### src/histeq_pkg.sv
package histeq_pkg;

   // Sizes of the histogram, the gray scale and the counts
   localparam int unsigned BIN_W      = 8;
   localparam int unsigned BIN_COUNT  = 256;
   localparam int unsigned COUNT_W    = 23;
   localparam int unsigned SCALE_W    = 32;
   localparam int unsigned MAX_PIXELS = 4194304;
   localparam logic [BIN_W-1:0] LEVEL_MAX = 8'd255;

   // Divide by three as multiply by 683/2048, exact for sums up to 765
   localparam int unsigned SUM_W       = 10;
   localparam int unsigned PROD_W      = 20;
   localparam int unsigned RECIP_SHIFT = 11;
   localparam logic [SUM_W-1:0] RECIP_3 = 10'd683;

   // Result queue
   localparam int unsigned FIFO_DEPTH = 4;
   localparam int unsigned FIFO_AW    = 2;
   localparam int unsigned FIFO_CW    = 3;

   typedef enum logic [1:0] {
      CMD_ACCUM = 2'd0,
      CMD_BUILD = 2'd1,
      CMD_MAP   = 2'd2
   } cmd_type;

   typedef enum logic {
      KIND_MAP   = 1'b0,
      KIND_BUILD = 1'b1
   } kind_type;

   typedef enum logic [1:0] {
      BLD_IDLE,
      BLD_READ,
      BLD_ADD,
      BLD_STEP
   } bld_state_type;

   // One result, packed as it leaves on the result channel
   typedef struct packed {
      logic               overflow;
      logic [COUNT_W-1:0] pixels;
      logic [BIN_W-1:0]   gray;
      kind_type           kind;
   } rsp_item_type;

   // Builder towards the memories and the top level
   typedef struct packed {
      logic             busy;
      logic             done;
      logic [BIN_W-1:0] rd_addr;
      logic             map_we;
      logic [BIN_W-1:0] map_addr;
      logic [BIN_W-1:0] map_data;
   } bld_ctl_type;

   // Gray level = floor((r + g + b) / 3)
   function automatic logic [BIN_W-1:0] gray_of(input logic [BIN_W-1:0] r,
                                                input logic [BIN_W-1:0] g,
                                                input logic [BIN_W-1:0] b);
      logic [SUM_W-1:0]  sum;
      logic [PROD_W-1:0] prod;
      sum  = SUM_W'(r) + SUM_W'(g) + SUM_W'(b);
      prod = PROD_W'(sum) * PROD_W'(RECIP_3);
      return prod[RECIP_SHIFT +: BIN_W];
   endfunction

endpackage

### src/histeq_map_mem.sv
module histeq_map_mem (
   input  logic                           clock,
   input  logic                           reset,
   input  logic [histeq_pkg::BIN_W-1:0]   rd_addr,
   output logic [histeq_pkg::BIN_W-1:0]   rd_data,
   input  logic                           wr_en,
   input  logic [histeq_pkg::BIN_W-1:0]   wr_addr,
   input  logic [histeq_pkg::BIN_W-1:0]   wr_data
);

   logic [histeq_pkg::BIN_W-1:0] mem_ff [histeq_pkg::BIN_COUNT];
   logic [histeq_pkg::BIN_W-1:0] rd_data_ff;
   logic                         built_ff;

   // Mapping table storage
   always_ff @(posedge clock) begin
      if (wr_en) begin
         mem_ff[wr_addr] <= wr_data;
      end
      rd_data_ff <= mem_ff[rd_addr];
   end

   // Every build rewrites all entries, so one flag covers the reset table
   always_ff @(posedge clock) begin
      if (reset) begin
         built_ff <= 1'b0;
      end else if (wr_en) begin
         built_ff <= 1'b1;
      end
   end

   assign rd_data = built_ff ? rd_data_ff : '0;

endmodule

### config.mk
export PLATFORM = sky130hd
export DESIGN_NAME = histeq_map_mem
export DESIGN_NICKNAME = d
export VERILOG_FILES = /design/src/histeq_pkg.sv /design/src/histeq_map_mem.sv
export SDC_FILE = /design/constraint.sdc
export NUM_CORES = 2
export LEC_CHECK = 0
export BUFFER_PORTS_ARGS = -buffer_cell sky130_fd_sc_hd__buf_4
export CORE_ASPECT_RATIO = 2
export CORE_MARGIN = 3
export CORE_UTILIZATION = 63
export CTS_CLUSTER_SIZE = 30
export DETAILED_ROUTE_END_ITERATION = 12
export PLACE_DENSITY = 0.87
export SKIP_CTS_REPAIR_TIMING = 1
export SLEW_MARGIN = 40
export SYNTH_ARGS = -nofsm -noshare
export SYNTH_HDL_FRONTEND = slang
export SYNTH_SLANG_ARGS = --single-unit
### constraint.sdc
create_clock -name clock -period 2.3 [get_ports clock]
set_input_delay 0 -clock clock [delete_from_list [all_inputs] [get_ports clock]]
set_output_delay 0 -clock clock [all_outputs]
set_load 0.1 [all_outputs]
Word-level counts from Yosys, hierarchy flattened:

Memory sizes are Yosys's and may differ from the RTL's. A register that Yosys moved wholly into a read port is not among the register bits.
Index checks and enable logic that the tools add are counted.

* multiplexer cells: 3

Operators by type and width (count)
* $mux W8: 1
* $mux W1: 2

* output and inout bits: 8
* RAM bits: 2048
* word-level logic and storage cells: 5
* register bits: 1
* bits of input ports: 27
* memories kept: 1

Memories
* mem_ff: depth 256, bits a word 8, rd ports 1, clocked after Yosys merged registers in 1, wr ports 1, line histeq_map_mem.sv:11 `logic [histeq_pkg::BIN_W-1:0] mem_ff [histeq_pkg::BIN_COUNT];`

Longest topological paths before layout:

* depth after elaboration: 2
* mapped depth: 11
* mapped depth without buffers: 6

Worst setup path after synthesis:

Ideal clock, no wire load.

* path kind: input to register
* start: in wr_addr[3] (netlist bit)
* end: mem mem_ff[235][0] (netlist bit) (enable)
* library setup time: 370 ps
* data required time: 1930 ps
* slack: 484 ps
* arrival time: 1445 ps
* stages: 6
* path buffers: 3
* cell sequence: clkbuf_1 > nor2b_1 > clkbuf_1 > nand4_1 > clkbuf_1 > nor2_1

RTL lines
* start: declaration: line histeq_map_mem.sv:7 `input logic [histeq_pkg::BIN_W-1:0] wr_addr,`
* end: declaration: line histeq_map_mem.sv:11

Straight into the memory's write port.

==> out/qor.yml <==
outcome:
  outcome: "finished with violations"
  violations: "setup timing"
detailed_routing:
  viasPerCell: 7.69
  drt_first_pass_iters: 6
  first_iter_violations: 9681
  drc_errors: 0
  vias: 47800
  routed_wl_mm: 258
  avgRoutedWirePerCell_um: 41.5
  ant_nets: 0
yosys:
  yosys.area.top_type_share_pct: 77.2
  yosysUniqueCellTypes: 52
  synth_xor_area_share_pct: 0
  ys_seq_elements: 2057
  yosysSeqAreaShare_pct: 77.4
  ys_top_cells_by_count: "2048 x edfxtp_1, 438 x mux4_2, 282 x nor2_1"
  yosysWarningCount: 0
  synth_top_family_by_area: "multiplexers"
  syn_inst: 3795
  yosysTopAreaCell: "edfxtp_1"
  synthFlopType: "edfxtp_1"
  synth.most_common_cell: "edfxtp_1"
  async_flop_share_pct: 0
  synth-compound-area-share_pct: 3.61
  synthesis.area_um2: 79600
  synth_edf_count: 2048
  synth_mux_area_share_pct: 14.3
  yosys-top-cells-area: "edfxtp_1 77%, mux4_2 12%, mux2i_1 1.9%"
  synthSimpleGateAreaFrac_pct: 2.85
  avgSynthCellArea_um2: 21.0
  synth_adder_area_share_pct: 0
  syn_nets: 3822
sta:
  relSlewSlack_pct: 30.8
  rsz0062_at_grt: "true"
  fmax_ghz: 0.397
  finalMaxSlewViolations: 0
  period_needed_ps: 2520
  max_slew.worst_pin.slew_ps: 1040
  post-route-worst-setup-slack_ps: -217
  finalClockSkew_ps: 32.5
  hold_viol: 0
  period_share_pct: 109
  setup_violations: 8
  hold_slack_ps: 25.9
floorplan:
  fp.coreArea_um2: 125000
  fp.dieW_um: 257
  die_h_um: 509
  boundaryPins: 35
  rows: 183
  dieArea_um2: 131000
  initial_core_util_pct: 63.7
placement:
  gp_congestion: 0.952
  post-dp-hpwl_mm: 147
  dpl-instance-area_um2: 86400
  port_buffers: 34
clocking:
  clock_path_buffers: 3
  cts_sinks: 2057
  path_clk_slew_ps: 80
  clockRootBuffer: "clkbuf_16"
  cts_buffers: 160
  cts_tree: "yes"
  clock_latency_ps: 810
  cts_htree_levels: 4
global_routing:
  grt_use_total_pct: 39.2
  grt_overflow_total: 0
  grt_pass1_wl_mm: 357
  antenna_found_initial: 16
  grt_pass1_vias: 47500
  grt_max_degree: 93
finish:
  drive_gt1_share_pct: 31.4
  design_area_um2: 92300
  nets: 4437
  area_growth_pct: 15.9
  nFillCells: 6031
min_path:
  min_path_type: "primary input to flop"
worst_setup_path:
  r2r_slack_ps: -220
  worstRegToRegCells: 6
  critical_path.endpoint: "rd_data_ff[7]$_DFF_P_"
  endpoint_kind: "flop"
  arrival_ps: 3190
  critPathLaunchType: "flop"
  rr_startpoint: "mem_ff[90][7]$_DFFE_PP_"
  path_max_fanout: 1
  r2r_end: "rd_data_ff[7]$_DFF_P_"
  crit_required_ps: 2970
  startpoint: "mem_ff[90][7]$_DFFE_PP_"
  criticalPathCategory: "flop to flop"
run:
  max_cap_violations: 0
power_and_ir_drop:
  irDropWorstVdd_mv: 0.862
  p_leak_nw: 29.9
  finalPower_w: 0.0760
  cellPowerDensity_nw_per_um2: 823
==> stage by stage <==
| step | std cells | util [%] | TNS [ps] | worst slack, ps |
|---|---|---|---|---|
| 2_1_floorplan | 3795 | - | 0 | 484 |
| 3_3_place_gp | 5899 | 69.1 | -2320 | -442 |
| 3_5_place_dp | 5899 | 69.1 | -3250 | -537 |
| 4_1_cts | 6190 | 73.4 | -1970 | -387 |
| 5_1_grt | 6205 | 73.8 | -935 | -214 |
| 6_report | 6214 | 73.8 | -978 | -217 |
==> state kept, by name, indices dropped and copies added, names as in the netlist <==
register / count
mem_ff: 2048
rd_data_ff: 8
built_ff: 1
==> power by group <==
part	switching (W)	internal, W	leakage [nW]
clock network	0.0137	0.0160	2.62
registers	0.0000761	0.0413	18.5
logic	0.00318	0.00173	8.77
total	0.0169	0.0590	29.9
==> critical path, cell delays in order, from the launching register on <==
cell      delay (ps)
edfxtp_1         380
mux4_2           610
a22oi_1          340
a21oi_1          280
nor4_1           500
buf_4            220
nor4_1            60
==> logic make-up after synthesis <==
logic type	count (synthesis)
buffers and inverters	238
multiplexers	590
AND/OR/NAND/NOR	501
AO/OA/AOI/OAI	409
flip-flops	2057
==> per-layer routing <==
| metal | routed length (µm) | GRT usage, % | part of all wire [%] | up-vias |
|---|---|---|---|---|
| met5 | 55 | 0 | 0.021 | - |
| met4 | 31300 | 34.2 | 12 | 10 |
| met3 | 35000 | 10.6 | 14 | 1760 |
| met2 | 123000 | 63.0 | 48 | 5830 |
| met1 | 67900 | 43.1 | 26 | 23100 |
| li1 | - | - | - | 17100 |
==> layout make-up <==
type	count	area [µm²]	area share, %
timing repair buffer	690	6200	6.72
sequential	2057	61700	66.8
clock buffer	194	4260	4.61
tap	1665	2080	2.26
multi-input combinational	1500	16900	18.3
antenna	10	25.0	0.0271
inverter	1	3.75	0.00407
clock inverter	97	1150	1.25
==> cells in the final DEF, fill, tap and decap left out, types with 16 or more instances in the layout <==
cell type      synthesis  final
clkinv_2               0     23
buf_12                 7     73
clkinv_1               0     24
a22oi_1              169    166
edfxtp_1            2048   2048
mux2i_1              152    151
nor2_1               282    279
nand3_1               40     40
o22ai_1               26     26
a21oi_1               91     73
clkbuf_1             107     28
nand2_1               53     53
buf_4                 16    591
a21oi_2                0     17
nor2b_1               24     19
a211oi_1              32     28
bufinv_16              0     24
o221ai_1              33     31
mux4_2               438    438
dlygate4sd3_1          0     16
clkbuf_16              0    166
==> how the worst min path moves through the flow <==
stage | start | to | slack [ps] | cells after the start
6_report | wr_addr[2] | mem_ff[158][2]$_DFFE_PP_ | 30 | 4
5_1_grt | wr_addr[7] | mem_ff[221][0]$_DFFE_PP_ | 20 | 4
4_1_cts | reset | built_ff$_SDFFE_PP0P_ | -670 | 2
3_5_place_dp | reset | built_ff$_SDFFE_PP0P_ | 160 | 2
3_3_place_gp | reset | built_ff$_SDFFE_PP0P_ | 160 | 2
2_1_floorplan | reset | built_ff$_SDFFE_PP0P_ | 70 | 1
Note: power is estimated with default switching activity, not from simulation.
