==> src/histeq_pkg.sv <==
package histeq_pkg;

   // Sizes of the histogram, the gray scale and the counts
   localparam int unsigned BIN_W      = 8;
   localparam int unsigned BIN_COUNT  = 256;
   localparam int unsigned COUNT_W    = 23;
   localparam int unsigned SCALE_W    = 32;
   localparam int unsigned MAX_PIXELS = 4194304;
   localparam logic [BIN_W-1:0] LEVEL_MAX = 8'd255;

   // Divide by three as multiply by 683/2048, exact for sums up to 765
   localparam int unsigned SUM_W       = 10;
   localparam int unsigned PROD_W      = 20;
   localparam int unsigned RECIP_SHIFT = 11;
   localparam logic [SUM_W-1:0] RECIP_3 = 10'd683;

   // Result queue
   localparam int unsigned FIFO_DEPTH = 4;
   localparam int unsigned FIFO_AW    = 2;
   localparam int unsigned FIFO_CW    = 3;

   typedef enum logic [1:0] {
      CMD_ACCUM = 2'd0,
      CMD_BUILD = 2'd1,
      CMD_MAP   = 2'd2
   } cmd_type;

   typedef enum logic {
      KIND_MAP   = 1'b0,
      KIND_BUILD = 1'b1
   } kind_type;

   typedef enum logic [1:0] {
      BLD_IDLE,
      BLD_READ,
      BLD_ADD,
      BLD_STEP
   } bld_state_type;

   // One result, packed as it leaves on the result channel
   typedef struct packed {
      logic               overflow;
      logic [COUNT_W-1:0] pixels;
      logic [BIN_W-1:0]   gray;
      kind_type           kind;
   } rsp_item_type;

   // Builder towards the memories and the top level
   typedef struct packed {
      logic             busy;
      logic             done;
      logic [BIN_W-1:0] rd_addr;
      logic             map_we;
      logic [BIN_W-1:0] map_addr;
      logic [BIN_W-1:0] map_data;
   } bld_ctl_type;

   // Gray level = floor((r + g + b) / 3)
   function automatic logic [BIN_W-1:0] gray_of(input logic [BIN_W-1:0] r,
                                                input logic [BIN_W-1:0] g,
                                                input logic [BIN_W-1:0] b);
      logic [SUM_W-1:0]  sum;
      logic [PROD_W-1:0] prod;
      sum  = SUM_W'(r) + SUM_W'(g) + SUM_W'(b);
      prod = PROD_W'(sum) * PROD_W'(RECIP_3);
      return prod[RECIP_SHIFT +: BIN_W];
   endfunction

endpackage

==> src/histeq_rsp_fifo.sv <==
module histeq_rsp_fifo (
   input  logic                              clock,
   input  logic                              reset,
   input  logic                              push,
   input  histeq_pkg::rsp_item_type          push_item,
   input  logic                              pop,
   output histeq_pkg::rsp_item_type          head_item,
   output logic                              head_valid,
   output logic [histeq_pkg::FIFO_CW-1:0]    count
);

   histeq_pkg::rsp_item_type             mem_ff [histeq_pkg::FIFO_DEPTH];
   logic [histeq_pkg::FIFO_AW-1:0]       wr_ptr_ff;
   logic [histeq_pkg::FIFO_AW-1:0]       rd_ptr_ff;
   logic [histeq_pkg::FIFO_CW-1:0]       count_ff;

   always_ff @(posedge clock) begin
      if (push) begin
         mem_ff[wr_ptr_ff] <= push_item;
      end
   end

   // Pointers and fill level
   always_ff @(posedge clock) begin
      if (reset) begin
         wr_ptr_ff <= '0;
         rd_ptr_ff <= '0;
         count_ff  <= '0;
      end else begin
         if (push) begin
            wr_ptr_ff <= wr_ptr_ff + 1'b1;
         end
         if (pop) begin
            rd_ptr_ff <= rd_ptr_ff + 1'b1;
         end
         count_ff <= count_ff + histeq_pkg::FIFO_CW'(push) - histeq_pkg::FIFO_CW'(pop);
      end
   end

   assign head_item  = mem_ff[rd_ptr_ff];
   assign head_valid = (count_ff != '0);
   assign count      = count_ff;

endmodule

==> config.mk <==
export PLATFORM = sky130hd
export DESIGN_NAME = histeq_rsp_fifo
export DESIGN_NICKNAME = d
export VERILOG_FILES = /design/src/histeq_pkg.sv /design/src/histeq_rsp_fifo.sv
export SDC_FILE = /design/constraint.sdc
export NUM_CORES = 1
export LEC_CHECK = 0
export BUFFER_PORTS_ARGS = -buffer_cell sky130_fd_sc_hd__buf_2
export CORE_MARGIN = 5
export CORE_UTILIZATION = 56
export DETAILED_ROUTE_END_ITERATION = 10
export PLACE_DENSITY = 0.77
export SETUP_SLACK_MARGIN = 0.3
export SLEW_MARGIN = 25
export SYNTH_ARGS = -nofsm -noshare
export SYNTH_HDL_FRONTEND = slang
export SYNTH_SLANG_ARGS = --single-unit
==> constraint.sdc <==
create_clock -name clock -period 2.09 [get_ports clock]
set_input_delay 0 -clock clock [delete_from_list [all_inputs] [get_ports clock]]
set_output_delay 0 -clock clock [all_outputs]
set_load 0.02 [all_outputs]
=== After elaboration in Yosys (flattened, before gate mapping) ===
Memories as Yosys holds them, arrays and structs flattened. A register that Yosys moved wholly into a read port is not among the register bits.
Index checks and enable logic that the tools add are counted.

* Register bits: 7
* Output and inout bits: 37
* Bits in latches: 0
* Bits in read-only memories: 0
* Memories: 1
* RAM bits: 132

* Bitwise operators: 0
* Shifts and indexed selects: 0
* Equality and inequality tests: 0
* Muxes and demuxes: 4
* $mul: 0
* Div/mod/pow operators: 0
* Reductions and logical operators: 1
* Order comparisons: 0
* Add/subtract/negate cells: 4

{| class="wikitable"
|+ Memories
! name !! words !! bits a word !! rd ports !! clocked after memory_dff !! write ports !! line !! RTL
|-
| mem_ff || 4 || 33 || 1 || 1 || 1 || histeq_rsp_fifo.sv:12 || <nowiki>histeq_pkg::rsp_item_type mem_ff [histeq_pkg::FIFO_DEPTH];</nowiki>
|}

{| class="wikitable"
|+ Operators by type and width
! operator !! count
|-
| $add A2 B1 Y2 const B || 2
|-
| $mux W2 || 2
|-
| $add A3 B1 Y3 || 1
|-
| $reduce_bool A3 Y1 || 1
|-
| $sub A3 B1 Y3 || 1
|-
| $mux W1 || 2
|}

=== Logic depth before layout (Yosys ltp) ===
Gate-level depths: netlist of the first run.

* Depth after elaboration: 3
* Mapped depth: 7
* Depth with buffers taken out: 7

=== Worst setup path after synthesis of the first run ===
OpenSTA, ideal clock, no wires.

* Path kind: reg2reg
* Start: register wr_ptr_ff[0] (netlist name)
* End: memory mem_ff[2][0] (netlist name), enable pin
* Slack: 0.343 ns
* Arrival time: 1.354 ns
* Period minus slack after synthesis: 1.747 ns
* Buffers on the path: 0
* Stages on the path, launching flop included: 4
* Library setup time: 0.393 ns
* Cell sequence: dfxtp_1 -> inv_1 -> ha_1 -> and2_1

{| class="wikitable"
|+ RTL lines
! item !! line !! RTL
|-
| from (decl) || histeq_rsp_fifo.sv:13 || <nowiki>logic [histeq_pkg::FIFO_AW-1:0] wr_ptr_ff;</nowiki>
|-
| from (signal assigned) || histeq_rsp_fifo.sv:31 || <nowiki>wr_ptr_ff <= wr_ptr_ff + 1'b1;</nowiki>
|-
| to (decl) || histeq_rsp_fifo.sv:12 ||
|}

No word-level cell before the write port.

==> impl_metrics.toml, run 1 <==
[status]
status = "finished clean"

[synthesis]
ys_top_cells_by_count = "edfxtp_1, mux4_2, dfxtp_1, ha_1, inv_1"
synth_top_area_share_pct = 75.6
synth_edf_count = 132
synthCells = 214
synthAdderAreaFrac_pct = 1.81
synth-compound-area-share_pct = 0.286
synth_top_flop_cell = "edfxtp_1"
synth_area_um2 = 5240
avgSynthCellArea_um2 = 24.5
synth_simple_gate_area_share_pct = 1.34
synth_nets = 258
synth.area.mux_share_pct = 14.6
async_flop_share_pct = 0
synth_area_leaders = "edfxtp_1, mux4_2, dfxtp_1"
synth-seq-cells = 141
synth_xor_area_share_pct = 0.788
synth_top_family_by_area = "multiplexers"
yosys_warnings = 0
synth_cell_type_count = 21
yosys.area.top_type = "edfxtp_1"
yosysMostFrequentCell = "edfxtp_1"
synth-seq-area-share_pct = 79.0

[setup_path]
endpoint_kind = "output port"
critPathKind = "reg -> out"
cp.arrival_ps = 1860
cp.required_ps = 2090
r2r_start = "count[0]"
r2r-end = "count[2]"
critPathCapture = "head_item[3]"
startpoint_type = "flop"
rrSetupSlack_ps = 490
crit_path_max_fanout = 6
r2r_cells = 7

[final_layout]
drive_gt1_share_pct = 43.2
fin_nets = 392
diodes = 0
area_growth_pct = 34.6
regArea_um2 = 4150
multi_input_area_um2 = 982
fillers = 490

[clocking]
clk_pin_slew_ps = 60
insertion_delay_ps = 510
numCtsBuffers = 17
clock-sinks = 141
cts-htree-levels = 4
clk_path_buf_depth = 2
cts_tree = "yes"
root_buffer = "clkbuf_8"

[timing]
maxSlewViolCount = 0
slew_headroom_pct = 65.0
clock.fmax_mhz = 537
setup_viol = 0
period_needed_ps = 1860
fin_crit_sh_pct = 89.0
fin_skew_ps = 4.50
setup_tns_ps = 0
hold_viol = 0
rsz0062_at_grt = "true"
worstMarginPinSlew_ps = 525

[die]
io_pins = 74
die_area_um2 = 11400
fp.coreArea_um2 = 9200
fp.dieW_um = 107
start_util_pct = 57.0
fp.dieH_um = 107
num_rows = 35

[place]
io_buffers = 73
gp_congestion = 0.724
hpwlAfterDp_um = 5160

[global_routing]
antenna_found_initial = 0
grt_pass1_vias = 2857
grt_pass1_wl_um = 16000
grt_max_degree = 34
track_usage_pct = 19.7
grt-ovfl-total = 0

[detailed_routing]
routed_wl_um = 10300
drt_iter0_drc = 178
via_count = 2603
wl_per_cell_um = 21.7
drc = 0
ant_nets = 0
dr.pass1.iters = 4
vias_per_cell = 5.51

[hold_path]
worstHoldPathType = "in -> reg"

[power]
power_density_nw_per_um2 = 1060
leakage_nw = 2.51
total_power_mw = 7.47
peakVddDrop_mv = 0.645

[run]
cap_viol_max_count = 0
-- flip-flops by register name, summed over array words and instances, names as in the netlist, named ones only --
signal,flops
rd_ptr_ff,2
count,3
mem_ff,132
wr_ptr_ff,2
-- placed cells by master (no fill, tap or decap) --
cell	count
xnor2_1	2
a21oi_1	1
and2_2	2
clkbuf_1	1
dfxtp_2	1
buf_4	2
dfxtp_1	7
clkinvlp_4	3
nor2_1	5
and2_4	2
clkbuf_16	16
dlygate4sd3_1	36
a21bo_2	1
edfxtp_1	132
fa_1	1
buf_6	33
inv_1	6
clkinv_1	2
or3_1	1
nor2b_1	2
buf_8	4
xor3_1	1
ha_1	6
nand3b_1	1
mux2i_1	1
buf_12	4
buf_2	43
clkinv_4	2
dfxtp_4	1
inv_6	2
clkbuf_8	1
buf_16	1
bufinv_16	5
mux4_2	33
-- final cells by class --
cell class / count / share of cell area, %
clock buffers: 18 / 5.92
clock inverters: 14 / 3.05
inverters: 6 / 0.319
multi-input cells: 59 / 13.9
flip-flops and latches: 141 / 58.8
well taps: 111 / 1.97
repair buffers: 123 / 16.0
-- logic make-up after synthesis --
| family | after synthesis |
|---|---|
| compound gates | 2 |
| xor+xnor | 3 |
| fa+ha+maj | 7 |
| buf+inv | 14 |
| flops | 141 |
| mux | 34 |
| simple gates | 13 |
-- worst min path at each step --
stage                             start  cells after the start       endpoint  slack (ps)
after floorplan                   reset                      1       count[0]          70
after global placement     push_item[9]                      1   mem_ff[0][9]         210
after detailed placement  push_item[17]                      1  mem_ff[0][17]         210
after CTS                 push_item[17]                      2  mem_ff[3][17]         200
after global routing      push_item[17]                      2  mem_ff[2][17]         220
final                     push_item[17]                      2  mem_ff[2][17]         230
-- layer usage --
metal / track usage, % / vias to the layer above / part of all wire [%]
li1: - / 1152 / -
met1: 24.6 / 1362 / 40
met2: 33.7 / 81 / 54
met3: 4.88 / 8 / 4.2
met4: 7.21 / 0 / 1.1
met5: 0 / - / 0
-- report_power, final --
group	switching, mW	internal (mW)
combinational	0.477	0.519
sequential	0.0541	3.25
clock	1.12	2.06
total	1.65	5.82
-- critical path, stage by stage (launching register included) --
cell and delay [ps]:
dfxtp_4 370, buf_8 130, buf_12 140, mux4_2 550, buf_6 160
-- timing repair --
item | in CTS | in global routing
buffers inserted | 6 | 0
cloned | 1 | 0
setup endpoints to repair | 33 | 98
endpoints found under the hold margin | 141 | 0
resized for setup | 75 | 3
hold buffers | 36 | 0
-- through the flow --
stage	cell area (µm²)	setup WS (ps)	std cells	hold slack, ps	utilization, %
after floorplan	5240	343	214	71.6	-
final	7060	229	472	228	76.7
after global placement	5750	407	397	212	62.6
after detailed placement	5750	343	397	215	62.6
after CTS	7060	234	472	202	76.7
after global routing	7060	179	472	216	76.7
(Power assumes the default switching activity.)
==> inputs of run 2 (changes only) <==
Settings changed: CORE_UTILIZATION 56 to 25, PLACE_DENSITY 0.77 to 0.53, SLEW_MARGIN 25 to default.
==> run 2 against run 1 <==
Global-route usage decreased by 11 points. Routed wire length down 2.0%. Worst hold slack better by 110 ps. Total power down 2.6%. Cell area grew 2.2%. Clock skew up 3.4 ps. Maximum frequency rose by 7.3%. Combinational power shrank 2%. Largest power group unchanged.
==> impl_metrics.toml, run 2 (synthesized netlist as in run 1, its figures left out) <==
[detailed_routing]
drt_iter0_drc = 58
routed_wl_um = 10100
drc = 0
dr.pass1.iters = 4
wl_per_cell_um = 15.8
via_count = 2494
vias_per_cell = 3.93
ant_nets = 0

[setup_path]
rrSetupSlack_ps = 500
cp.required_ps = 2090
critPathKind = "reg -> out"
path_buf_inv = 3
startpoint_type = "flop"
cpLargestDelayFamily = "multiplexers"
cp.arrival_ps = 1730
crit_chain = "buf_12 > buf_12 > mux4_2 > buf_6"
r2r_start = "count[0]"
crit_path_top_delay_cell = "mux4_2"
cpPeakStageDelay_ps = 540
crit_path_max_fanout = 8
endpoint_kind = "output port"
crit_path_frequent_cell = "buf_12"

[place]
gp_congestion = 0.634
dp.cells = 559
placed_area_um2 = 5940
hpwlAfterDp_um = 5830
io_buffers = 73

[clocking]
root_buffer = "clkbuf_16"
clk_path_buf_depth = 2
clock-sinks = 141
insertion_delay_ps = 410
numCtsBuffers = 17
cts-htree-levels = 4
cts_tree = "yes"
clk_pin_slew_ps = 60

[timing]
period_needed_ps = 1730
setup_viol = 0
worstMarginPinSlew_ps = 533
clock.fmax_mhz = 577
fin_crit_sh_pct = 83.0
hold_viol = 0
fin_skew_ps = 7.89
rsz0062_at_grt = "true"
slew_headroom_pct = 64.5
maxSlewViolCount = 0
worst_hold_slack_ps = 340
setup_tns_ps = 0

[final_layout]
largest_reg_flops = 132
diodes = 0
fin_nets = 391
final_cell_area_um2 = 7210
layout_common_cells = "edfxtp_1, buf_2, dlygate4sd3_1"
regMostFlops = "mem_ff"
mostFrequentLayoutCell = "edfxtp_1"
drive_gt1_share_pct = 42.5
final_cells = 635
area_growth_pct = 37.5

[die]
fp.dieW_um = 155
io_pins = 74
die_area_um2 = 24000
start_util_pct = 25.2
fp.dieH_um = 155
num_rows = 53
fp.coreArea_um2 = 20800

[global_routing]
track_usage_pct = 9.06
grt_max_degree = 34
grt_pass1_wl_um = 16100
grt_pass1_vias = 2783
grt-ovfl-total = 0
antenna_found_initial = 0

[power]
total_power_mw = 7.28
leakage_nw = 2.50
peakVddDrop_mv = 0.483
power_density_nw_per_um2 = 1010

[hold_path]
worstHoldPathType = "in -> reg"
worstHoldStart = "push_item[30]"

[status]
status = "finished clean"

[run]
cap_viol_max_count = 0
[run 2: layout make-up]
| cell class | instances | area, µm² |
|---|---|---|
| Clock buffer | 19 | 433 |
| Clock inverter | 13 | 164 |
| Fill cell | 2022 | 13600 |
| Inverter | 6 | 22.5 |
| Multi-Input combinational cell | 59 | 990 |
| Sequential cell | 141 | 4150 |
| Tap cell | 275 | 344 |
| Timing Repair Buffer | 122 | 1110 |
[run 2: report_power, final]
group	switching, mW	internal [mW]
Sequential	0.0450	3.25
Combinational	0.473	0.506
Clock	1.13	1.88
[run 2: layer usage]
layer | part of all wire [%] | GRT usage, % | vias up
li1 | - | - | 1159
met1 | 42 | 10.7 | 1263
met2 | 51 | 14.8 | 55
met3 | 5.0 | 3.33 | 17
met4 | 2.1 | 3.99 | 0
met5 | 0 | 0 | -
[run 2: per-stage QoR]
step	util (%)	setup slack, ps
finish	34.6	356
floorplan	-	343
detailed placement	28.5	300
CTS	34.0	295
global placement	28.5	323
global route	34.6	267
[run 2: final timing paths]
check,endpoint,depth (start not counted)
max,head_item[22],4
min,mem_ff[3][30],2
max reg2reg,count[2],7
min reg2reg,flop,2
[run 2: repair_timing]
action | 4_1_cts | 5_1_grt
gates resized for setup | 14 | 45
cloned | 2 | 0
hold endpoints to repair | 141 | 0
endpoints found under the setup margin | 66 | 61
setup buffers | 4 | 1
hold buffers | 37 | 0
[run 2: worst reg2reg max path, delay by kind of cell, from the launching register on]
kind | cells | cell delay [ps]
buf+inv | 2 | 90
simple gates | 1 | 40
xor+xnor | 1 | 200
flops | 1 | 340
fa+ha+maj | 3 | 810
==> inputs of run 3 (changes only) <==
Settings changed: PLACE_DENSITY 0.53 to 0.55.
Clock period 2.09 ns to 1.4 ns, I/O delays scaled along.
==> run 3 against run 2 <==
Non-clock buffer count is 43 higher. Critical endpoint is now head_item[25]. Flip-flop and latch count stayed put. The flow now finishes with violations (setup timing). First-iteration DRC count is 64% higher. Die area stayed put. Combinational power is 93% higher. Sequential share of layout area is 6.2 points lower. Register-to-register slack worse by 610 ps. Clock skew is 11 ps higher.
==> impl_metrics.toml, run 3 (synthesized netlist as in run 1, its figures left out) <==
[status]
violations = "setup timing"
status = "finished, violations left"

[global_routing]
antenna_found_initial = 0
grt_pass1_vias = 3031
grt-ovfl-total = 0
grt_pass1_wl_um = 17900
track_usage_pct = 10.4
grt_max_degree = 18

[die]
fp.dieW_um = 155
io_pins = 74
num_rows = 53
fp.dieH_um = 155
start_util_pct = 25.2
fp.coreArea_um2 = 20800
die_area_um2 = 24000

[detailed_routing]
via_count = 2742
drt_iter0_drc = 95
dr.pass1.iters = 4
wl_per_cell_um = 17.7
vias_per_cell = 4.05
ant_nets = 0
drc = 0
routed_wl_um = 12000

[setup_path]
cp.required_ps = 1400
r2r_start = "count[0]"
crit_path_top_delay_cell = "mux4_2"
cpPeakStageDelay_ps = 510
crit_chain = "buf_12 > clkbuf_16 > mux4_2 > buf_6"
endpoint_kind = "output port"
startpoint_type = "flop"
critPathKind = "reg -> out"
cp.arrival_ps = 1730
crit_path_max_fanout = 4
cpLargestDelayFamily = "multiplexers"
path_buf_inv = 3

[hold_path]
worstHoldStart = "push"
worstHoldPathType = "in -> reg"

[timing]
hold_viol = 0
slew_headroom_pct = 86.4
setup_viol = 42
fin_crit_sh_pct = 124
period_needed_ps = 1730
clock.fmax_mhz = 578
setup_slack_ps = -331
worstMarginPinSlew_ps = 204
fin_skew_ps = 19.4
rsz0062_at_grt = "true"
maxSlewViolCount = 0

[final_layout]
drive_gt1_share_pct = 53.7
fillers = 1914
layout_common_cells = "edfxtp_1, buf_2, buf_6"
utilization_pct = 38.9
largest_reg_flops = 132
area_growth_pct = 54.6
diodes = 0
fin_nets = 434
mostFrequentLayoutCell = "edfxtp_1"
final_cells = 677
regMostFlops = "mem_ff"

[power]
peakVddDrop_mv = 0.751
power_density_nw_per_um2 = 1350
leakage_nw = 2.85

[clocking]
root_buffer = "clkbuf_16"
clk_pin_slew_ps = 60
cts-htree-levels = 4
numCtsBuffers = 17
clock-sinks = 141
cts_tree = "yes"
clk_path_buf_depth = 2
insertion_delay_ps = 420

[run]
cap_viol_max_count = 0

[place]
hpwlAfterDp_um = 6290
dp.cells = 567
place_ws_ps = -107
gp_congestion = 0.622
io_buffers = 73
-- run 3: cell count changes in the layout (fill, tap and decap cells not counted), sizes merged --
cell         change
clkinvlp         +1
clkinv           +4
bufinv           -2
dlygate4sd3      -1
buf             +43
inv              -2
clkbuf           -1
-- run 3: what timing repair did --
item                                    in CTS  in global routing
endpoints found under the setup margin     169                169
buffers inserted                            22                  5
pin swaps                                    5                  1
resized for setup                           61                 31
hold buffers                                36                  0
gates cloned                                15                  1
hold endpoints to repair                   141                  0
-- run 3: where the power goes --
group          total [mW]  internal [mW]  switching (mW)
clock                4.09           2.43            1.67
combinational        1.89           1.07           0.817
sequential           4.93           4.85          0.0830
-- run 3: cell type report --
class / count / area [µm²] / area share [%]
timing repair buffer: 165 / 1940 / 24.0
clock buffer: 17 / 425 / 5.25
sequential: 141 / 4160 / 51.3
tap: 275 / 344 / 4.24
inverter: 6 / 27.5 / 0.340
multi-input combinational: 59 / 1080 / 13.4
clock inverter: 14 / 124 / 1.53
-- run 3: worst min-delay path: stages --
cell and delay [ps]:
buf_2 180, ha_4 160, nor2b_4 110
-- run 3: metrics by stage --
stage / power [mW] / hold WS [ps] / TNS, ps / instance area (µm²)
floorplan: 5.80 / 61.9 / -187 / 5320
global placement: 6.25 / 210 / -114 / 6170
detailed placement: 6.29 / 216 / -212 / 6170
CTS: 10.9 / 50.8 / -11250 / 7910
global route: 11.4 / 67.3 / -13130 / 8110
finish: 10.9 / 56.7 / -10830 / 8110
-- run 3: per-layer routing --
metal,track usage [%],part of all wire (%),up-vias
li1,-,-,1250
met1,13.4,44,1432
met2,17.0,51,51
met3,2.88,3.2,9
met4,3.53,1.2,0
met5,0,0,-
-- run 3: final timing paths --
kind,end,slack [ps],cells after the start
worst max register to register,count[1],-110,6
worst min register to register,flop,530,2
worst max-delay path,head_item[25],-330,4
worst min-delay path,count[0],60,3
