$ cat src/histeq_pkg.sv
package histeq_pkg;

   // Sizes of the histogram, the gray scale and the counts
   localparam int unsigned BIN_W      = 8;
   localparam int unsigned BIN_COUNT  = 256;
   localparam int unsigned COUNT_W    = 23;
   localparam int unsigned SCALE_W    = 32;
   localparam int unsigned MAX_PIXELS = 4194304;
   localparam logic [BIN_W-1:0] LEVEL_MAX = 8'd255;

   // Divide by three as multiply by 683/2048, exact for sums up to 765
   localparam int unsigned SUM_W       = 10;
   localparam int unsigned PROD_W      = 20;
   localparam int unsigned RECIP_SHIFT = 11;
   localparam logic [SUM_W-1:0] RECIP_3 = 10'd683;

   // Result queue
   localparam int unsigned FIFO_DEPTH = 4;
   localparam int unsigned FIFO_AW    = 2;
   localparam int unsigned FIFO_CW    = 3;

   typedef enum logic [1:0] {
      CMD_ACCUM = 2'd0,
      CMD_BUILD = 2'd1,
      CMD_MAP   = 2'd2
   } cmd_type;

   typedef enum logic {
      KIND_MAP   = 1'b0,
      KIND_BUILD = 1'b1
   } kind_type;

   typedef enum logic [1:0] {
      BLD_IDLE,
      BLD_READ,
      BLD_ADD,
      BLD_STEP
   } bld_state_type;

   // One result, packed as it leaves on the result channel
   typedef struct packed {
      logic               overflow;
      logic [COUNT_W-1:0] pixels;
      logic [BIN_W-1:0]   gray;
      kind_type           kind;
   } rsp_item_type;

   // Builder towards the memories and the top level
   typedef struct packed {
      logic             busy;
      logic             done;
      logic [BIN_W-1:0] rd_addr;
      logic             map_we;
      logic [BIN_W-1:0] map_addr;
      logic [BIN_W-1:0] map_data;
   } bld_ctl_type;

   // Gray level = floor((r + g + b) / 3)
   function automatic logic [BIN_W-1:0] gray_of(input logic [BIN_W-1:0] r,
                                                input logic [BIN_W-1:0] g,
                                                input logic [BIN_W-1:0] b);
      logic [SUM_W-1:0]  sum;
      logic [PROD_W-1:0] prod;
      sum  = SUM_W'(r) + SUM_W'(g) + SUM_W'(b);
      prod = PROD_W'(sum) * PROD_W'(RECIP_3);
      return prod[RECIP_SHIFT +: BIN_W];
   endfunction

endpackage

$ cat src/histeq_builder.sv
module histeq_builder (
   input  logic                              clock,
   input  logic                              reset,
   input  logic                              start,
   input  logic [histeq_pkg::COUNT_W-1:0]    total,
   input  logic [histeq_pkg::COUNT_W-1:0]    hist_data,
   output histeq_pkg::bld_ctl_type           ctl
);

   histeq_pkg::bld_state_type        state_ff, state_in;
   logic [histeq_pkg::BIN_W-1:0]     idx_ff, idx_in;
   logic [histeq_pkg::SCALE_W-1:0]   scaled_ff, scaled_in;
   logic [histeq_pkg::SCALE_W-1:0]   thresh_ff, thresh_in;
   logic [histeq_pkg::BIN_W-1:0]     level_ff, level_in;
   logic [histeq_pkg::SCALE_W-1:0]   hist_wide;
   logic [histeq_pkg::SCALE_W-1:0]   total_wide;
   logic                             step_up;

   assign hist_wide  = histeq_pkg::SCALE_W'(hist_data);
   assign total_wide = histeq_pkg::SCALE_W'(total);

   // Level moves up while (level+1)*total still fits under 255*cumulative
   assign step_up = (total != '0) && (level_ff != histeq_pkg::LEVEL_MAX) &&
                    (thresh_ff <= scaled_ff);

   always_ff @(posedge clock) begin
      if (reset) begin
         state_ff <= histeq_pkg::BLD_IDLE;
      end else begin
         state_ff <= state_in;
      end
   end

   always_ff @(posedge clock) begin
      idx_ff    <= idx_in;
      scaled_ff <= scaled_in;
      thresh_ff <= thresh_in;
      level_ff  <= level_in;
   end

   // Sweep: read a bin, add it to the scaled sum, step the level, write the entry
   always_comb begin
      state_in     = state_ff;
      idx_in       = idx_ff;
      scaled_in    = scaled_ff;
      thresh_in    = thresh_ff;
      level_in     = level_ff;
      ctl.busy     = (state_ff != histeq_pkg::BLD_IDLE);
      ctl.done     = 1'b0;
      ctl.rd_addr  = idx_ff;
      ctl.map_we   = 1'b0;
      ctl.map_addr = idx_ff;
      ctl.map_data = (total == '0) ? '0 : level_ff;
      unique case (state_ff)
         histeq_pkg::BLD_IDLE: begin
            if (start) begin
               idx_in    = '0;
               scaled_in = '0;
               thresh_in = total_wide;
               level_in  = '0;
               state_in  = histeq_pkg::BLD_READ;
            end
         end
         histeq_pkg::BLD_READ: begin
            state_in = histeq_pkg::BLD_ADD;
         end
         histeq_pkg::BLD_ADD: begin
            scaled_in = scaled_ff + (hist_wide << 8) - hist_wide;
            state_in  = histeq_pkg::BLD_STEP;
         end
         histeq_pkg::BLD_STEP: begin
            if (step_up) begin
               level_in  = level_ff + 1'b1;
               thresh_in = thresh_ff + total_wide;
            end else begin
               ctl.map_we = 1'b1;
               if (idx_ff == histeq_pkg::LEVEL_MAX) begin
                  ctl.done = 1'b1;
                  state_in = histeq_pkg::BLD_IDLE;
               end else begin
                  idx_in   = idx_ff + 1'b1;
                  state_in = histeq_pkg::BLD_READ;
               end
            end
         end
         default: begin
            state_in = histeq_pkg::BLD_IDLE;
         end
      endcase
   end

endmodule

$ cat config.mk
export PLATFORM = sky130hd
export DESIGN_NAME = histeq_builder
export DESIGN_NICKNAME = d
export VERILOG_FILES = /design/src/histeq_pkg.sv /design/src/histeq_builder.sv
export SDC_FILE = /design/constraint.sdc
export NUM_CORES = 1
export LEC_CHECK = 0
export BUFFER_PORTS_ARGS = -buffer_cell sky130_fd_sc_hd__buf_4
export CAP_MARGIN = 20
export CORE_UTILIZATION = 41
export DETAILED_ROUTE_END_ITERATION = 7
export GPL_TIMING_DRIVEN = 1
export PLACE_DENSITY_LB_ADDON = 0.1
export SYNTH_ARGS = -nofsm -noshare
export SYNTH_HDL_FRONTEND = slang
export SYNTH_SLANG_ARGS = --single-unit
$ cat constraint.sdc
create_clock -name clock -period 7.66 [get_ports clock]
set_clock_uncertainty 0.1 [all_clocks]
set_input_delay 0.766 -clock clock [delete_from_list [all_inputs] [get_ports clock]]
set_output_delay 0.766 -clock clock [all_outputs]
set_load 0.01 [all_outputs]
**Word level (Yosys, flattened, before mapping)**

Cells that the tools add are included.

- Magnitude comparators: 1
- Reductions and logical operators: 12
- Muxes and demuxes: 21
- Equality and inequality tests: 9
- Add/subtract/negate cells: 5

Operator list:

| operator | count |
|---|---|
| $pmux W32 S2 | 2 |
| $mux W32 | 3 |
| $mux W8 | 5 |
| $add A32 B23 Y32 | 1 |
| $add A32 B31 Y32 | 1 |
| $le A32 B32 Y1 | 1 |
| $pmux W8 S2 | 2 |
| $sub A32 B23 Y32 | 1 |
| $logic_not A23 Y1 | 1 |
| $reduce_bool A23 Y1 | 1 |
| $add A8 B1 Y8 const B | 2 |
| $eq A8 B8 Y1 const B | 1 |
| $ne A2 B2 Y1 const B | 4 |
| $ne A8 B8 Y1 const B | 1 |
| $pmux W2 S4 | 1 |
| $mux W1 | 6 |
| $reduce_bool A2 Y1 | 3 |
| $eq A2 B2 Y1 const B | 2 |
| $mux W2 | 2 |
| $reduce_and A2 Y1 | 2 |
| $reduce_and A4 Y1 | 1 |
| $reduce_and A3 Y1 | 1 |
| $eq A2 B1 Y1 const B | 1 |
| $logic_and A1 B1 Y1 | 2 |
| $logic_not A2 Y1 | 1 |

- Output and inout port bits: 27
- Bits of input ports: 49
- Word-level logic and storage cells: 53
- Register bits after elaboration: 82

**Longest topological paths before layout**

Gate-level depths: netlist (run 1).

- Depth in word-level cells: 5
- Mapped depth: 15
- Mapped depth without buffers: 15

**Worst setup path before layout (run 1)**

No wires, ideal clock.

- Path kind: flip-flop to flip-flop
- Start point: register thresh_ff[25] (netlist name)
- End point: register level_ff[0] (netlist name), enable pin
- Setup slack: 2.110 ns
- Required time: 7.073 ns
- Clock period less this slack: 5.550 ns
- Buffers on the path: 0
- Cell stages (with the launch flop): 11
- Data arrival time: 4.963 ns
- Library setup time: 0.487 ns
- Cells stage by stage: edfxtp_1 > ha_1 > a21o_1 > a21o_1 > a21oi_1 > o22ai_1 > a2111oi_0 > a22oi_1 > a311oi_1 > nor2b_1 > nor3_1

- Word-level cells in the longest chain between the ends: 4

RTL lines:

| item | RTL line | RTL |
|---|---|---|
| start, declared | histeq_builder.sv:13 | `logic [histeq_pkg::SCALE_W-1:0] thresh_ff, thresh_in;` |
| start signal, assigned | histeq_builder.sv:37 | `thresh_ff <= thresh_in;` |
| $le A32 B32 Y1 | histeq_builder.sv:24 | `(thresh_ff <= scaled_ff);` |
| $logic_and A1 B1 Y1 | histeq_builder.sv:23 | `assign step_up = (total != '0) && (level_ff != histeq_pkg::LEVEL_MAX) &&` |
| $ne A2 B2 Y1 (no line) | n/a |  |
| $reduce_and A3 Y1 (no line) | n/a |  |
| end signal, assigned | histeq_builder.sv:38 | `level_ff <= level_in;` |
| end, declared | histeq_builder.sv:14 | `logic [histeq_pkg::BIN_W-1:0] level_ff, level_in;` |

Every way passes these cells.
A chain may end at the register's enable or synchronous reset.

==> out/qor.csv, run 1 <==
metric,value,unit
dpl.cell_count,1162,
ys_seq_elements,82,
rsz0062_at_grt,no,
reg2reg_depth,12,
place_congestion,0.830,
drtIter0Drc,256,
max_slew.worst_pin.slew,646,ps
pwr-share-comb,60.4,%
hp-start,state_ff[1]$_SDFFE_PP0P_,
power_density,385,nW/um2
clk_path_buf_depth,2,
postCtsSetupRepairBufs,0,
ctsResizeCount,0,
p_leak,4.09,nW
p_clk_share,13.5,%
numCtsBuffers,9,
ys_seq_area_share,30.7,%
synth_nets,1022,
root_buffer,clkbuf_16,
min_period_over_period,57.0,%
worstPathArrival,3500,ps
htreeDepth,3,
clkSinkCount,82,
drt-wirelength-per-cell,16.0,um
slew_headroom,56.5,%
first_global_vias,5830,
synthFlopType,edfxtp_1,
cp-end-kind,output pin,
die_y,141,um
drtAntennaViolNets,0,
synth_cell_types,66,
clock_latency,360,ps
routed_wl,18.9,mm
drt_pass1_iterations,4,
grt_max_degree,41,
dieArea,20000,um2
async_flop_share,0,%
crit_type,register to output pin,
viasPerCell,5.17,
tritoncts,yes,
portBuffers,75,
sw_frac_of_total,44.5,%
antenna_cells,0,
vias,6091,
pin_count,76,
postSynthAreaPerCell,9.37,um2
max_freq,229,MHz
finalCriticalPeriod,4360,ps
startpoint_type,register,
cap_violations,0,
final_common_cell,inv_1,
drive_above_1_share,15.0,%
syn_to_final_growth,14.0,%
ir_drop,151,uV
p_int,0.00194,W
crit_fanout,3,
fin_cells,1178,
hold_depth,2,
grt_pass1_wl,30.4,mm
rows,50,
coreArea,18900,um2
antenna_found_initial,0,
use_met1,26.8,%
clk_pin_slew,70,ps
cts_hold_buffers,0,
met3_usage,2.70,%
syn_area,7960,um2
dieWidth,141,um
status,"finished, final reports clean",
drc,0,
seqPwrFrac,26.1,%
start_util,42.2,%
gr-total-overflow,0,
p_sw,0.00156,W
drv_slew,0,
ys_warn_count,0,
synth_edf_count,80,
gr-usage-met2,32.9,%
hp-class,register to register,
gr-usage-all-layers,19.8,%
busiest_layer,met2,
timing.rr.start,scaled_ff[5]$_SDFFCE_PN0P_,
cp_data_required_time,6790,ps
mostFrequentLayoutCells,"inv_1, ha_1, buf_4",
setup_viol,0,
finalHoldViolCount,0,
synthCells,850,
finalSetupTns,0,ps
utilization,48.0,%
final_nets,1085,
dp_hpwl,14.9,mm
crit_path_start,scaled_ff[5]$_SDFFCE_PN0P_,
-- area by class of cell --
class	instances	area, um2
well taps	260	325
multi-input cells	619	4940
fillers	1886	9820
inverters	120	450
clock buffers	10	239
flip-flops and latches	82	2440
clock inverters	6	71.3
repair buffers	81	608
-- layer usage --
metal	vias to the layer above	part of all wire [%]	routed length [um]
met2	65	47	8960
met3	18	2.0	373
li1	3146	-	-
met1	2862	49	9290
met4	0	1.5	278
met5	-	0	0
-- registers in the layout, summed over array words and instances (netlist names) --
| name | flops |
|---|---|
| state_ff | 2 |
| level_ff | 8 |
| idx_ff | 8 |
| thresh_ff | 32 |
| scaled_ff | 32 |
-- stage by stage --
step,setup WS [ps],hold WS [ps],power (W),instance area (um2)
2_1_floorplan,2110,384,0.00250,7960
3_3_place_gp,3680,410,0.00304,8770
3_5_place_dp,3640,420,0.00304,8770
4_1_cts,3310,434,0.00353,9080
5_1_grt,3120,487,0.00383,9080
6_report,3300,448,0.00350,9080
-- final timing paths --
kind / end / slack (ps)
setup / recovery: ctl[25] / 3300
setup reg to reg: thresh_ff[5]$_DFFE_PP_ / 3750
hold reg to reg: state_ff[1]$_SDFFE_PP0P_ / 450
hold / removal: state_ff[1]$_SDFFE_PP0P_ / 450
-- kinds of logic after synthesis --
family          after synthesis  synth area share [%]
simple gates                224                  14.6
compound gates              191                  16.7
buf+inv                     149                  7.43
fa+ha+maj                   123                  20.9
flops                        82                  30.7
xor+xnor                     59                  6.49
mux                          22                  3.11
-- synthesized netlist by cell type, drive strengths merged, types with 3 or more instances --
| cell | instances | area, um2 |
|---|---|---|
| nand4 | 19 | 119 |
| o21bai | 5 | 37.5 |
| nand3 | 18 | 90.1 |
| o21ai | 35 | 175 |
| nor2b | 19 | 126 |
| nor4 | 8 | 50.1 |
| nand2 | 36 | 135 |
| mux2i | 3 | 30.0 |
| o21a | 13 | 97.6 |
| or3 | 5 | 31.3 |
| or2 | 5 | 31.3 |
| clkbuf | 19 | 71.3 |
| a2111oi | 4 | 36.3 |
| a21boi | 3 | 22.5 |
| a21o | 36 | 270 |
| xor2 | 19 | 166 |
| a21oi | 49 | 249 |
| nand2b | 7 | 43.8 |
| edfxtp | 80 | 2400 |
| a31oi | 9 | 71.3 |
| nor3 | 14 | 70.1 |
| ha | 106 | 1330 |
| a211oi | 12 | 100 |
| and3 | 6 | 37.5 |
| o41ai | 3 | 41.3 |
| and2 | 23 | 144 |
| mux2 | 19 | 218 |
| fa | 17 | 340 |
| nor2 | 53 | 199 |
| o211ai | 4 | 30.0 |
| buf | 10 | 70.1 |
| nand3b | 4 | 30.0 |
| xnor2 | 40 | 350 |
| inv | 120 | 450 |
-- power by group through the flow --
| stage | registers (W) | clock network [W] | logic, W |
|---|---|---|---|
| after floorplan | 0.000888 | 0 | 0.00161 |
| after global placement | 0.000921 | 0 | 0.00212 |
| after detailed placement | 0.000923 | 0 | 0.00211 |
| after CTS | 0.000915 | 0.000482 | 0.00213 |
| after global routing | 0.000938 | 0.000501 | 0.00239 |
| final | 0.000911 | 0.000473 | 0.00211 |
-- worst max-delay path, stage by stage (launching register included) --
cell,delay (ps)
edfxtp_1,430
inv_1,90
ha_1,240
a21o_1,180
a21o_1,170
a21oi_1,170
nor3_1,80
o41ai_1,590
a22oi_1,220
a311oi_1,500
nor2b_1,150
and2_1,190
buf_4,140
Power figures use the tool's default switching activity.
==> run 2: changes to the inputs <==
clock period = 3.8 ns   (was 7.66 ns; I/O delays follow)
==> out/qor.csv, run 2 (same netlist as run 1, synthesis figures left out) <==
metric,value,unit,change
status,"finished, final reports clean",,
root_buffer,clkbuf_16,,
p_leak,4.12,nW,+0.74%
clock_latency,350,ps,about the same
utilization,48.4,%,+0.40 points
syn_to_final_growth,14.9,%,
slew_headroom,44.5,%,-12 points
drtAntennaViolNets,0,,unchanged
drt_pass1_iterations,4,,unchanged
setup_slack,199,ps,-3100 ps
antenna_cells,0,,unchanged
routed_wl,19.3,mm,+2.0%
crit_family,compound AO/OA/AOI/OAI gates,,
crit_type,register to output pin,,
top_regs,"scaled_ff x32, thresh_ff x32",,
pin_count,76,,unchanged
first_global_vias,5948,,+2.0%
startpoint_type,register,,
ir_drop,315,uV,+110%
multiInputGateArea,4980,um2,+0.79%
clk_path_buf_depth,2,,unchanged
die_y,141,um,unchanged
viasPerCell,5.18,,+0.12%
cap_violations,0,,unchanged
nFillCells,1863,,-1.2%
tritoncts,yes,,
antenna_found_initial,0,,unchanged
worstPathArrival,3120,ps,-380 ps
power,0.00712,W,+100%
cp-end-kind,output pin,,
drtIter0Drc,361,,+41%
cp_common_cell,buf_4,,
drv_slew,0,,unchanged
dieWidth,141,um,unchanged
coreArea,18900,um2,unchanged
grt_max_degree,41,,unchanged
rows,50,,unchanged
min_period_over_period,94.8,%,
dp_hpwl,15.3,mm,+2.5%
final_common_cell,inv_1,,
finalSetupTns,0,ps,unchanged
vias,6124,,+0.54%
regToRegSetupSlack,280,ps,-3470 ps
clkSinkCount,82,,unchanged
portBuffers,75,,unchanged
power_density,778,nW/um2,+100%
gr-usage-all-layers,20.0,%,+0.23 points
finalHoldViolCount,0,,unchanged
start_util,42.2,%,unchanged
fin_area,9150,um2,+0.83%
htreeDepth,3,,unchanged
max_slew.worst_pin.slew,824,ps,+178 ps
rsz0062_at_grt,no,,
max_freq,278,MHz,
hp-class,input pin to register,,
drt-wirelength-per-cell,16.3,um,+1.6%
setup_viol,0,,unchanged
gr-total-overflow,0,,unchanged
crit_path_top_delay_cell,a2111oi_1,,
cp_data_required_time,3320,ps,-3470 ps
crit_fanout,3,,unchanged
dieArea,20000,um2,unchanged
place_congestion,0.858,,+3.4%
mostFrequentLayoutCells,"inv_1, ha_1, buf_4",,
place_area,8820,um2,+0.64%
ff_latch_area,2440,um2,unchanged
final_nets,1090,,+0.46%
crit_buf_inv,2,,unchanged
drc,0,,unchanged
finalCriticalPeriod,3600,ps,
crit_chain,"ha_1, nor2b_1, o21a_1, o21ai_0, a2111oi_1, o41ai_1, buf_4, a22oi_2, a311oi_4, nor2b_2, and2_1, buf_4",,
numCtsBuffers,9,,unchanged
grt_pass1_wl,30.9,mm,+1.6%
clk_pin_slew,70,ps,about the same
max_stage_delay,510,ps,-80 ps
drive_above_1_share,15.7,%,+0.68 points
pre_cts_ws,-60.1,ps,-3700 ps
[run 2: stage by stage]
step	hold WS [ps]	cells
after detailed placement	419	1167
after global routing	100	1183
after floorplan	353	850
final	101	1183
after CTS	87.2	1183
after global placement	421	1167
[run 2: report_power, final]
group	switching (W)	internal (W)
combinational	0.00247	0.00190
sequential	0.000306	0.00153
clock	0.000398	0.000516
[run 2: worst paths after layout]
path / from / to / cells after the start
setup / recovery: thresh_ff[1]$_DFFE_PP_ / ctl[25] / 12
setup reg to reg: scaled_ff[1]$_SDFFCE_PN0P_ / scaled_ff[31]$_SDFFCE_PN0P_ / 13
hold / removal: reset / state_ff[0]$_SDFFE_PP0P_ / 2
hold reg to reg: state_ff[1]$_SDFFE_PP0P_ / state_ff[1]$_SDFFE_PP0P_ / 2
[run 2: cell type report]
cell class	instances	share of cell area, %
multi-input cells	619	54.4
clock buffers	11	2.54
clock inverters	5	0.697
inverters	120	4.92
flip-flops and latches	82	26.7
repair buffers	86	7.19
well taps	260	3.55
[run 2: worst register-to-register path, stage by stage, from the launching register on]
cell	delay, ps
edfxtp_1	410
ha_1	300
ha_1	180
inv_1	60
fa_1	370
nor2b_1	200
o31a_1	220
a41oi_2	180
a211oi_2	390
o311ai_4	160
a21oi_1	270
o2111ai_1	150
a21oi_1	210
mux2i_1	90
[run 2: routing by layer]
layer  wire [um]  share of wire [%]  global-route usage (%)
met5           0                  0                       0
met4         362                1.9                    6.90
met3         460                2.4                    2.26
met2        8990                 47                    33.2
met1        9470                 49                    27.0
[run 2: repair_timing]
action / 4_1_cts / 5_1_grt
pin swaps: 0 / 2
gates resized for setup: 5 / 2
setup buffers: 0 / 0
hold buffers: 0 / 0
endpoints found under the setup margin: 42 / 2
==> run 3: changes to the inputs <==
CORE_UTILIZATION = 44   (was 41)
GPL_ROUTABILITY_DRIVEN = 0   (was default)
==> out/qor.csv, run 3 (same netlist as run 1, synthesis figures left out) <==
metric,value,unit,change
status,"finished, final reports clean",,
slew_headroom,53.3,%,+8.7 points
vias,6299,,+2.9%
p_int,0.00405,W,+2.5%
min_period_over_period,95.5,%,+0.73 points
place_area,8830,um2,about the same
pwr-share-comb,62.4,%,+1.1 points
final_nets,1098,,+0.73%
p_sw,0.00321,W,+1.4%
ir_drop,285,uV,-9.5%
viasPerCell,5.45,,+5.3%
max_freq,276,MHz,-0.76%
top_regs,"scaled_ff x32, thresh_ff x32",,
finalCriticalPeriod,3630,ps,+27.7 ps
coreArea,17500,um2,-7.5%
clk_pin_slew,70,ps,about the same
numCtsBuffers,9,,unchanged
drive_above_1_share,16.9,%,+1.2 points
fin_area,9190,um2,+0.42%
finalHoldViolCount,0,,unchanged
max_slew.worst_pin.slew,700,ps,-124 ps
antenna_found_initial,0,,unchanged
dp_hpwl,15.5,mm,+1.5%
clkSinkCount,82,,unchanged
drc,0,,unchanged
clock_latency,350,ps,about the same
pin_count,76,,unchanged
drtIter0Drc,352,,-2.5%
pre_cts_ws,-274,ps,-214 ps
nFillCells,1660,,-11%
sw_frac_of_total,44.3,%,-0.27 points
startpoint_type,register,,
drt_pass1_iterations,5,,+1
worstPathArrival,3150,ps,+30 ps
htreeDepth,3,,unchanged
die_y,137,um,-3.4%
utilization,52.6,%,+4.1 points
drtAntennaViolNets,0,,unchanged
grt_max_degree,33,,-20%
drv_slew,0,,unchanged
crit_fanout,3,,unchanged
hold_ws,104,ps,+3.59 ps
final_common_cell,inv_1,,
clk_path_buf_depth,2,,unchanged
cp-end-kind,output pin,,
p_leak,4.16,nW,+1.0%
cap_violations,0,,unchanged
seqPwrFrac,25.0,%,-0.8 points
drt-wirelength-per-cell,16.9,um,+3.6%
routed_wl,19.5,mm,+1.2%
gr-usage-all-layers,21.8,%,+1.8 points
first_global_vias,6130,,+3.1%
syn_to_final_growth,15.4,%,
dieArea,18600,um2,-6.7%
gr-total-overflow,0,,unchanged
power_density,790,nW/um2,+1.5%
portBuffers,75,,unchanged
setup_slack,171,ps,-27.7 ps
ff_latch_area,2440,um2,unchanged
tritoncts,yes,,
power,0.00726,W,+2.0%
start_util,45.6,%,+3.4 points
rows,48,,-4.0%
cp_data_required_time,3320,ps,about the same
root_buffer,clkbuf_16,,
antenna_cells,0,,unchanged
setup_viol,0,,unchanged
multiInputGateArea,4990,um2,+0.25%
grt_pass1_wl,31.0,mm,+0.45%
hp-class,input pin to register,,
mostFrequentLayoutCells,"inv_1, ha_1, buf_4",,
dieWidth,137,um,-3.4%
crit_type,register to output pin,,
p_clk_share,12.6,%,-0.2 points
[run 3: worst paths after layout]
kind / from / endpoint / slack (ps) / cells after the start
setup / recovery: thresh_ff[25]$_SDFFCE_PP0P_ / ctl[25] / 170 / 12
hold / removal: reset / state_ff[0]$_SDFFE_PP0P_ / 100 / 2
setup reg to reg: scaled_ff[1]$_SDFFCE_PN0P_ / scaled_ff[31]$_SDFFCE_PN0P_ / 290 / 13
hold reg to reg: state_ff[1]$_SDFFE_PP0P_ / state_ff[1]$_SDFFE_PP0P_ / 440 / 2
[run 3: power by group through the flow]
stage                     combinational [W]  sequential [W]  clock (W)
after floorplan                     0.00326         0.00177          0
after global placement              0.00433         0.00183          0
after detailed placement            0.00441         0.00184          0
after CTS                           0.00448         0.00182   0.000934
after global routing                0.00507         0.00186   0.000960
final                               0.00453         0.00182   0.000913
[run 3: routing by layer]
metal,routed length [um],GRT usage [%],vias to the layer above
met3,618,2.85,26
met5,0,0,-
met2,9310,36.4,102
met4,398,7.59,0
li1,-,-,3168
met1,9190,28.9,3003
[run 3: worst max-delay path, cell delays in order, from the launching register on]
cell and delay [ps]:
edfxtp_1 420, ha_1 320, a21o_1 180, a21o_1 170, a21oi_1 170, o22ai_2 120
a2111oi_4 420, a22oi_2 180, a311oi_2 260, buf_4 160, nor2b_1 70, and2_1 170
buf_4 140
[run 3: through the flow]
stage / std cells / TNS [ps]
final: 1156 / 0
after global routing: 1156 / -37.0
after global placement: 1137 / -12660
after detailed placement: 1137 / -10280
after floorplan: 850 / 0
after CTS: 1153 / -6.40
[run 3: area by class of cell]
cell class	count	area share, %
clock buffers	10	2.49
clock inverters	6	0.735
inverters	120	4.90
multi-input cells	619	54.3
flip-flops and latches	82	26.6
well taps	225	3.06
repair buffers	94	7.92
[run 3: repair_timing]
item,4_1_cts,5_1_grt
setup buffers,0,2
hold buffers,0,0
gates resized for setup,3,6
endpoints found under the setup margin,42,3
pin swaps,1,4
